**src/wbps_pkg.sv**
```systemverilog
// ----------------------------------------------------------------------------
// wbps_pkg
// Shared types and codes for the wildcard byte pattern scanner.
// ----------------------------------------------------------------------------
package wbps_pkg;

    localparam int ADDR_W  = 48;
    localparam int BYTE_W  = 8;
    localparam int INDEX_W = 6;
    localparam int LEN_W   = 7;
    localparam int CFG_W   = 1;

    // configuration register indexes
    localparam logic [CFG_W-1:0] CFG_PATTERN_LENGTH = 1'b0;
    localparam logic [CFG_W-1:0] CFG_BASE_ADDRESS   = 1'b1;

    // request codes
    localparam logic REQ_WRITE = 1'b0;
    localparam logic REQ_SCAN  = 1'b1;

    // per-cell control
    typedef struct packed {
        logic step;     // scan beat accepted this cycle
        logic wr;       // load this cell's pattern entry
        logic active;   // cell lies below the pattern length
    } t_cell_ctl;

endpackage

```
**src/wbps_cell.sv**
```systemverilog
// ----------------------------------------------------------------------------
// wbps_cell
// One pattern entry of the scan chain: holds the entry byte, its wildcard mark
// and one bit of the partial-match vector, fed by its lower neighbor.
// ----------------------------------------------------------------------------
module wbps_cell
    import wbps_pkg::*;
(
    input  logic              i_clk,
    input  logic              i_rst_n,
    input  t_cell_ctl         i_ctl,
    input  logic [BYTE_W-1:0] i_byte,
    input  logic [BYTE_W-1:0] i_value,
    input  logic              i_wild,
    input  logic              i_prev,
    output logic              o_match,
    output logic              o_next
);

    logic [BYTE_W-1:0] r_value;
    logic              r_wild;
    logic              r_match;
    logic              n_match;

    assign n_match = i_ctl.active & i_prev & (r_wild | (r_value == i_byte));
    assign o_next  = n_match;
    assign o_match = r_match;

    always_ff @(posedge i_clk) begin
        if (i_ctl.wr) begin
            r_value <= i_value;
            r_wild  <= i_wild;
        end
    end

    always_ff @(posedge i_clk) begin
        if (!i_rst_n) begin
            r_match <= 1'b0;
        end else if (i_ctl.step) begin
            r_match <= n_match;
        end
    end

endmodule

```
**src/wildcard_byte_pattern_scan_core.sv**
```systemverilog
// Output: a match address is registered at the edge that accepts the closing
// byte, into the output register or, if it holds an untaken beat, the skid entry.
// Throughput: one beat per cycle while o_in_stall is low; every chain cell
// compares in parallel. A two-entry output register with skid absorbs output
// stall. Reset clears the partial matches, byte offset, registers and output
// stage; pattern entries stay undefined until written.
// ----------------------------------------------------------------------------
// wildcard_byte_pattern_scan_core
// Scans a byte stream against a stored pattern with wildcard entries and
// reports the start address of every full match.
// ----------------------------------------------------------------------------
module wildcard_byte_pattern_scan_core
    import wbps_pkg::*;
#(
    parameter int MAX_PATTERN = 64
) (
    input  logic               i_clk,
    input  logic               i_rst_n,
    // configuration
    input  logic               i_cfg_valid,
    output logic               o_cfg_ready,
    input  logic [CFG_W-1:0]   i_cfg_index,
    input  logic [ADDR_W-1:0]  i_cfg_data,
    // input channel
    input  logic               i_in_valid,
    output logic               o_in_stall,
    input  logic               i_req_type,
    input  logic [INDEX_W-1:0] i_entry_index,
    input  logic [BYTE_W-1:0]  i_entry_value,
    input  logic               i_entry_wildcard,
    input  logic [BYTE_W-1:0]  i_data_byte,
    input  logic               i_stream_start,
    // output channel
    output logic               o_out_valid,
    input  logic               i_out_stall,
    output logic [ADDR_W-1:0]  o_match_address
);

    localparam int LW = $clog2(MAX_PATTERN + 1);
    localparam int IW = (MAX_PATTERN > 1) ? $clog2(MAX_PATTERN) : 1;

    logic [LEN_W-1:0]       r_len;
    logic [ADDR_W-1:0]      r_base;
    logic [ADDR_W-1:0]      r_offset;
    logic                   r_out_v;
    logic [ADDR_W-1:0]      r_out_addr;
    logic                   r_skid_v;
    logic [ADDR_W-1:0]      r_skid_addr;

    logic                   w_accept;
    logic                   w_scan;
    logic                   w_write;
    logic                   w_take;
    logic [LW-1:0]          w_len_c;
    logic [IW-1:0]          w_sel;
    logic [ADDR_W-1:0]      w_cur_off;
    logic [ADDR_W-1:0]      w_bias;
    logic [ADDR_W-1:0]      w_addr;
    logic                   w_full;
    logic                   w_res_v;
    logic [MAX_PATTERN-1:0] w_match;
    logic [MAX_PATTERN-1:0] w_next;

    assign o_cfg_ready = 1'b1;
    assign o_in_stall  = r_skid_v;
    assign o_out_valid = r_out_v;
    assign o_match_address = r_out_addr;

    assign w_accept = i_in_valid & ~r_skid_v;
    assign w_scan   = w_accept & (i_req_type == REQ_SCAN);
    assign w_write  = w_accept & (i_req_type == REQ_WRITE);
    assign w_take   = r_out_v & ~i_out_stall;

    // clamp the length to the chain depth
    always_comb begin
        if (9'(r_len) > 9'(MAX_PATTERN)) begin
            w_len_c = LW'(MAX_PATTERN);
        end else begin
            w_len_c = LW'(r_len);
        end
    end

    assign w_sel     = IW'(w_len_c - LW'(1));
    assign w_cur_off = i_stream_start ? '0 : r_offset;
    assign w_bias    = r_base - ADDR_W'(w_len_c) + ADDR_W'(1);
    assign w_addr    = w_bias + w_cur_off;
    assign w_full    = (w_len_c != '0) & w_next[w_sel];
    assign w_res_v   = w_scan & w_full;

    // cell chain
    for (genvar k = 0; k < MAX_PATTERN; k++) begin : g_cell
        t_cell_ctl w_ctl;
        logic      w_prev;

        assign w_ctl.step   = w_scan;
        assign w_ctl.wr     = w_write & (9'(i_entry_index) == 9'(k));
        assign w_ctl.active = LW'(k) < w_len_c;

        if (k == 0) begin : g_head
            assign w_prev = 1'b1;
        end else begin : g_link
            assign w_prev = ~i_stream_start & w_match[k-1];
        end

        wbps_cell u_cell (
            .i_clk   (i_clk),
            .i_rst_n (i_rst_n),
            .i_ctl   (w_ctl),
            .i_byte  (i_data_byte),
            .i_value (i_entry_value),
            .i_wild  (i_entry_wildcard),
            .i_prev  (w_prev),
            .o_match (w_match[k]),
            .o_next  (w_next[k])
        );
    end

    // configuration registers
    always_ff @(posedge i_clk) begin
        if (!i_rst_n) begin
            r_len  <= '0;
            r_base <= '0;
        end else if (i_cfg_valid) begin
            case (i_cfg_index)
                CFG_PATTERN_LENGTH: r_len  <= i_cfg_data[LEN_W-1:0];
                CFG_BASE_ADDRESS:   r_base <= i_cfg_data;
                default: ;
            endcase
        end
    end

    // offset of the next scanned byte
    always_ff @(posedge i_clk) begin
        if (!i_rst_n) begin
            r_offset <= '0;
        end else if (w_scan) begin
            r_offset <= w_cur_off + ADDR_W'(1);
        end
    end

    // output register with skid entry
    always_ff @(posedge i_clk) begin
        if (!i_rst_n) begin
            r_out_v  <= 1'b0;
            r_skid_v <= 1'b0;
        end else if (r_skid_v) begin
            if (w_take) begin
                r_skid_v <= 1'b0;
            end
        end else if (w_res_v) begin
            if (r_out_v & ~w_take) begin
                r_skid_v <= 1'b1;
            end else begin
                r_out_v <= 1'b1;
            end
        end else if (w_take) begin
            r_out_v <= 1'b0;
        end
    end

    always_ff @(posedge i_clk) begin
        if (r_skid_v) begin
            if (w_take) begin
                r_out_addr <= r_skid_addr;
            end
        end else if (w_res_v) begin
            if (r_out_v & ~w_take) begin
                r_skid_addr <= w_addr;
            end else begin
                r_out_addr <= w_addr;
            end
        end
    end

`ifndef NO_ASSERTIONS
    // skid entry only fills behind a held output beat
    a_skid_behind_out: assert property (@(posedge i_clk) disable iff (!i_rst_n)
        r_skid_v |-> r_out_v)
        else $error("skid entry valid with empty output register");

    // a result needs a scan beat and a nonzero pattern length
    a_result_source: assert property (@(posedge i_clk) disable iff (!i_rst_n)
        w_res_v |-> (w_scan && (w_len_c != '0)))
        else $error("result without scan beat or with zero length");

    // region start restarts the offset
    a_start_offset: assert property (@(posedge i_clk) disable iff (!i_rst_n)
        (w_scan && i_stream_start) |=> (r_offset == ADDR_W'(1)))
        else $error("offset not restarted at region start");
`endif

endmodule

```
**config.mk**
```make
export PLATFORM = sky130hd
export DESIGN_NAME = wildcard_byte_pattern_scan_core
export DESIGN_NICKNAME = d
export VERILOG_FILES = /design/src/wbps_pkg.sv /design/src/wbps_cell.sv /design/src/wildcard_byte_pattern_scan_core.sv
export SDC_FILE = /design/constraint.sdc
export NUM_CORES = 1
export LEC_CHECK = 0
export BUFFER_PORTS_ARGS = -buffer_cell sky130_fd_sc_hd__buf_2
export CAP_MARGIN = 20
export CORE_ASPECT_RATIO = 0.9
export CORE_MARGIN = 1.5
export CORE_UTILIZATION = 49
export DETAILED_ROUTE_END_ITERATION = 8
export GPL_TIMING_DRIVEN = 0
export PLACE_DENSITY = 0.73
export SYNTH_ARGS = -nofsm -noshare
export SYNTH_HDL_FRONTEND = slang
export SYNTH_SLANG_ARGS = --single-unit
```
**constraint.sdc**
```tcl
create_clock -name i_clk -period 17.7 [get_ports i_clk]
set_clock_uncertainty 0.15 [all_clocks]
set_input_delay 0 -clock i_clk [delete_from_list [all_inputs] [get_ports i_clk]]
set_output_delay 0 -clock i_clk [all_outputs]
set_load 0.05 [all_outputs]
```
==> reports/results.tsv, run 1 <==
metric	value	unit
YS warnings	0	
crit-path max FO	13	
Power Internal	0.00337	W
WP data required	17.88	ns
antenna violations before repair	4	
setup tns final	0	ns
Core ar.	0.0810	mm²
DR vias	26800	
total CTS buffers	86	
Setup Viol. Count Final	0	
unrepaired setup endpoints after global routing	false	
hold violation total from the final report	0	
clk buf depth	3	
CTS tree	yes	
Final Max Tran Viols	0	
Clk Latency, worst-skew pair	0.69	ns
combinational share of power	11.8	%
ratio of cells with drive above 1 in the final layout	11.2	%
worst setup path class	reg2reg	
clock power share	40.0	%
router iterations before antenna repair	8	
Worst Setup Start Kind	flip-flop	
asr flop ratio synth	0	%
Sw Share	25.3	%
RePlAce Congestion	0.993	
CTS H-tree lvls	3	
Mapped Avg Cell Area	12.0	µm²
fin nets	3819	
vias in the first global route	26100	
ys flop type	edfxtp_1	
Avg Vias per Cell	5.61	
register share of total power	48.2	%
clock slew seen by the registers of the worst setup and hold paths	0.07	ns
Crit path arrival time	6.15	ns
syn_nets	3499	
Unique masters post-synth	98	
IO Pins	130	
register area share after synthesis	58.9	%
Routed WL	108	mm
die footprint	0.0834	mm²
largest net degree at the start of global routing	65	
Post-synth EDFFs	672	
HP Class	in2reg	
Finished Core Util	56.7	%
status	finished clean	
die height	274	µm
max frequency	168	MHz
initial core utilization	49.4	%
Max Cap Viol	0	
Overflow after GRT	0	
period utilization	33.7	%
Min Hold Slack	0.0162	ns
post-route ant nets	0	
Max IR drop VDD	0.103	mV
first-pass GRT wire length	160	mm
dpl hpwl	69.5	mm
final worst slack	11.73	ns
Post-CTS Repair Setup Buffers	0	
commonest non-fill, non-tap cell in the layout	edfxtp_1	
DRC viols	0	
Total GRT Usage	25.6	%
Root Buffer	clkbuf_16	
Rows	99	
I/O Buffers	118	
post-synthesis register bit count	840	
Power, Total	0.00452	W
setup slack at placement	11.80	ns
cells after synthesis	3323	
Pwr Density	98.3	mW/mm²
Tightest Pin Transition	1.08	ns
average wire per standard cell	22.5	µm
Rel. slew slack	27.6	%
fillcell total	6648	
Netlist Area Pre-Place	0.0400	mm²
# resized after CTS	0	
minimum clock period	5.97	ns
Leakage	16.2	nW
CP endpoint kind	flip-flop	
Sink Count	840	
iteration-0 DRC count of the detailed router	2657	
switching power of the nets	0.00114	W
die span in x	304	µm
CTS hold repair buffers	107	
commonest non-fill, non-tap cells in the layout	edfxtp_1 (672), xor2_1 (464), nand2_1 (305)	
P&R area growth vs syn	14.9	%
worst max-delay path, cell delays in order (launching register included):
cell	delay, ns
dfxtp_1	0.44
nor2b_1	0.26
clkinv_1	0.29
clkbuf_1	0.35
clkbuf_1	0.41
ha_1	0.42
clkbuf_1	0.45
clkbuf_1	0.58
nor2_1	0.24
nand3_1	0.12
nand4_1	0.12
o31ai_1	0.52
a2111oi_4	0.15
nor3b_2	0.31
buf_6	0.23
buf_6	0.20
buf_6	0.19
buf_6	0.19
layout make-up:
class                   count  area [µm²]  area share, %
clock buffers             108        2290           4.99
plain buffers             164         961           2.09
flip-flops and latches    840       23500           51.2
diodes                      2        5.00         0.0109
multi-input cells        2151       14900           32.4
repair buffers            232        1780           3.88
well taps                1060        1330           2.89
inverters                 168         631           1.37
clock inverters            53         532           1.16
cells in the mapped netlist, drive strengths merged (6+ instances only):
library cell	count	area share, %
o21bai	9	0.17
nor4b	7	0.17
a31oi	13	0.22
dfxtp	168	8.4
and3	14	0.24
xor2	464	10
nor4	112	1.8
nand2	306	2.9
nor3	44	0.60
nand4	52	0.81
nand3	55	0.70
and2	59	0.93
a21o	33	0.63
o21ai	61	0.77
or3	10	0.16
buf	75	1.4
mux2i	10	0.25
a21boi	84	1.6
edfxtp	672	50
o21a	11	0.21
nor2	185	1.7
a21oi	123	1.6
a211oi	8	0.16
clkbuf	88	0.95
ha	91	2.8
mux2	48	1.4
xnor2	138	3.0
o211ai	34	0.64
o2111ai	6	0.13
fa	6	0.30
nand2b	55	0.87
inv	167	1.6
nor2b	46	0.74
power by group through the flow:
stage	Combinational, W	Sequential [W]	Clock (W)
final	0.000531	0.00218	0.00181
after global routing	0.000571	0.00218	0.00190
after CTS	0.000524	0.00218	0.00182
after detailed placement	0.000503	0.00222	0
after global placement	0.000493	0.00222	0
after floorplan	0.000317	0.00224	0
metal layers:
layer	up-vias	wire [µm]	global-route usage, %
met2	1245	49500	41.4
met3	258	8790	4.36
met5	-	27	0
li1	12300	-	-
met1	13000	45100	34.4
met4	4	4220	10.6
metrics by stage:
| stage | cells | area [µm²] |
|---|---|---|
| 2_1_floorplan | 3323 | 40000 |
| 3_3_place_gp | 4501 | 41900 |
| 3_5_place_dp | 4507 | 42100 |
| 4_1_cts | 4775 | 45900 |
| 5_1_grt | 4777 | 46000 |
| 6_report | 4778 | 46000 |
final timing paths:
check                           cells past startpoint                        to  slack, ns               startpoint
worst min register to register                      2   r_base[32]$_SDFFE_PN0P_       0.31  r_base[32]$_SDFFE_PN0P_
worst min-delay path                                4   r_base[29]$_SDFFE_PN0P_       0.02           i_cfg_data[29]
worst max-delay path                               17  r_skid_addr[5]$_DFFE_PP_      11.73    r_len[0]$_SDFFE_PN0P_
worst max register to register                     17  r_skid_addr[5]$_DFFE_PP_      11.73    r_len[0]$_SDFFE_PN0P_
cells by family (layout without fill, tap and decap cells):
group                    Yosys count  count (layout)  synth area share, %
adder cells (fa/ha/maj)           97              97                 3.15
buffers and inverters            332             725                 3.98
AO/OA/AOI/OAI                    427             427                 7.18
AND/OR/NAND/NOR                  966             966                 12.1
other                              1               3              0.00937
flip-flops                       840             840                 58.9
multiplexers                      58              58                 1.60
XOR/XNOR                         602             602                 13.2
registers in the layout, indices dropped and copies added, names as in the netlist:
| register | flops |
|---|---|
| o_out_valid | 1 |
| o_in_stall | 1 |
| r_len | 7 |
| g_cell.u_cell.r_value | 512 |
| r_base | 48 |
| r_skid_addr | 48 |
| o_match_address | 48 |
| g_cell.u_cell.r_wild | 64 |
| r_offset | 48 |
| g_cell.u_cell.o_match | 63 |
No activity file was read; power rests on OpenSTA's default activity.
==> run 2, diff against run 1 <==
- clock period: 17.7 -> 5.7 ns (I/O delays scaled with it)
==> run 2 against run 1 <==
  * First-iteration DRC count is 5.0% higher
  * Clock power rose to 3.2 times the previous value
  * Via count rose by 0.27%
  * Largest cell class unchanged
  * Largest power group unchanged
==> reports/results.tsv, run 2 (same netlist as run 1, synthesis figures left out) <==
metric	value	unit
router iterations before antenna repair	6	
Metal-1 WL	44.8	mm
Core ar.	0.0810	mm²
Rows	99	
fin nets	3830	
max frequency	186	MHz
Leakage	16.3	nW
wire length on met3	9.36	mm
fillcell total	6562	
Power, Total	0.0142	W
antenna violations before repair	2	
DRC viols	0	
period utilization	94.5	%
max incr delay on CP	0.71	ns
commonest non-fill, non-tap cells in the layout	edfxtp_1 (672), xor2_1 (464), nand2_1 (305)	
IO Pins	130	
minimum clock period	5.38	ns
worst setup path class	reg2reg	
hold violation total from the final report	0	
critical path's top delay family	buffers and inverters	
Worst Hold End	r_base[43]$_SDFFE_PN0P_	
Pwr Density	308	mW/mm²
RePlAce Congestion	0.979	
Tightest Pin Transition	1.08	ns
unrepaired setup endpoints after global routing	false	
HP Class	in2reg	
CTS H-tree lvls	3	
hold path depth	4	
register area	0.0235	mm²
first-pass GRT wire length	160	mm
vias in the first global route	26100	
met2 routed WL	49.9	mm
Total GRT Usage	25.6	%
ratio of cells with drive above 1 in the final layout	11.2	%
Worst Setup Start Kind	flip-flop	
die footprint	0.0834	mm²
largest net degree at the start of global routing	65	
Root Buffer	clkbuf_16	
die height	274	µm
critical-path cell list	nor2b_1 -> clkinv_1 -> clkbuf_1 -> clkbuf_2 -> ha_1 -> clkbuf_1 -> clkbuf_2 -> nor2_1 -> a31oi_1 -> o211ai_1 -> nand3b_1 -> a2111oi_4 -> nor3b_4 -> buf_8 -> buf_8	
WP data required	5.92	ns
crit-path max FO	20	
total CTS buffers	86	
flip-flop count of the largest register after layout	512	
largest reg by FF count	g_cell.u_cell.r_value	
Avg Vias per Cell	5.62	
post-route ant nets	0	
Max IR drop VDD	0.340	mV
CTS tree	yes	
Setup Viol. Count Final	0	
clock slew seen by the registers of the worst setup and hold paths	0.06	ns
worst reg2reg path startpoint	r_len[0]$_SDFFE_PN0P_	
dpl hpwl	69.0	mm
commonest non-fill, non-tap cell in the layout	edfxtp_1	
Clk Latency, worst-skew pair	0.67	ns
Overflow after GRT	0	
status	finished clean	
I/O Buffers	118	
Critical R2R Capture	r_skid_addr[6]$_DFFE_PP_	
setup tns final	0	ns
clk buf depth	3	
worst hold path startpoint	i_cfg_data[43]	
die span in x	304	µm
Rel. slew slack	28.1	%
Sink Count	840	
max layer used	met4	
reg2reg setup slack	0.32	ns
CP bufs+invs	7	
CP Depth	15	
average wire per standard cell	22.5	µm
CP endpoint kind	flip-flop	
Multi-input gate area	0.0149	mm²
Crit path arrival time	5.61	ns
FF-to-FF path depth	15	
Routed WL	107	mm
P&R area growth vs syn	15.3	%
iteration-0 DRC count of the detailed router	2790	
DR vias	26900	
Max stage delay cell, worst path	a2111oi_4	
initial core utilization	49.4	%
Final Max Tran Viols	0	
Max Cap Viol	0	
run 2: changes by cell type in the layout (fill, tap and decap cells not counted), sizes merged:
cell,previous run,this run
clkinv,43,34
dlygate4sd3,107,116
bufinv,5,11
clkbuf,196,191
buf,200,202
clkinvlp,3,4
inv,170,171
run 2: what timing repair did:
action	CTS	global route
pin swaps	1	1
setup endpoints to repair	70	52
hold endpoints to repair	792	0
setup buffers	1	5
resized for setup	2	5
gates cloned	0	0
hold buffers	116	0
run 2: worst max path at each step:
stage / from / end
finish: r_len[0]$_SDFFE_PN0P_ / r_skid_addr[6]$_DFFE_PP_
global route: r_len[0]$_SDFFE_PN0P_ / r_skid_addr[3]$_DFFE_PP_
CTS: r_len[6]$_SDFFE_PN0P_ / o_match_address[3]$_DFFE_PP_
detailed placement: r_len[0]$_SDFFE_PN0P_ / r_skid_addr[2]$_DFFE_PP_
floorplan: r_len[0]$_SDFFE_PN0P_ / o_match_address[0]$_DFFE_PP_
global placement: r_len[0]$_SDFFE_PN0P_ / o_match_address[3]$_DFFE_PP_
run 2: area by class of cell:
class / instances / area share (%)
clock buffers: 103 / 4.94
multi-input cells: 2151 / 32.3
repair buffers: 243 / 4.05
diodes: 2 / 0.0109
inverters: 168 / 1.37
flip-flops and latches: 840 / 51.0
well taps: 1060 / 2.88
plain buffers: 164 / 2.09
clock inverters: 52 / 1.30
run 2: stage by stage:
step | utilization, % | setup slack (ns) | hold slack [ns] | instance area [µm²] | cells
2_1_floorplan | - | 0.0649 | -0.0511 | 40000 | 3323
3_3_place_gp | 51.8 | -2.39 | 0.112 | 41900 | 4501
3_5_place_dp | 51.9 | -0.224 | 0.118 | 42000 | 4504
4_1_cts | 56.9 | 0.0513 | 0.00234 | 46100 | 4776
5_1_grt | 56.9 | 0.136 | 0.0282 | 46100 | 4782
6_report | 56.9 | 0.315 | 0.0192 | 46100 | 4783
run 2: tightest hold or removal path, cell delays in order:
cell and delay, ns:
dlygate4sd3_1 0.53, buf_2 0.12, nand2_1 0.05, a21boi_0 0.06
run 2: power breakdown:
part           internal (W)  switching [W]
combinational      0.000611        0.00104
sequential          0.00674      0.0000241
clock               0.00336        0.00242
total                0.0107        0.00348
run 2: metal layers:
layer	GRT usage, %	vias up
met5	0	-
met4	9.22	0
met3	4.34	214
met2	41.5	1248
met1	34.8	13100
li1	-	12400
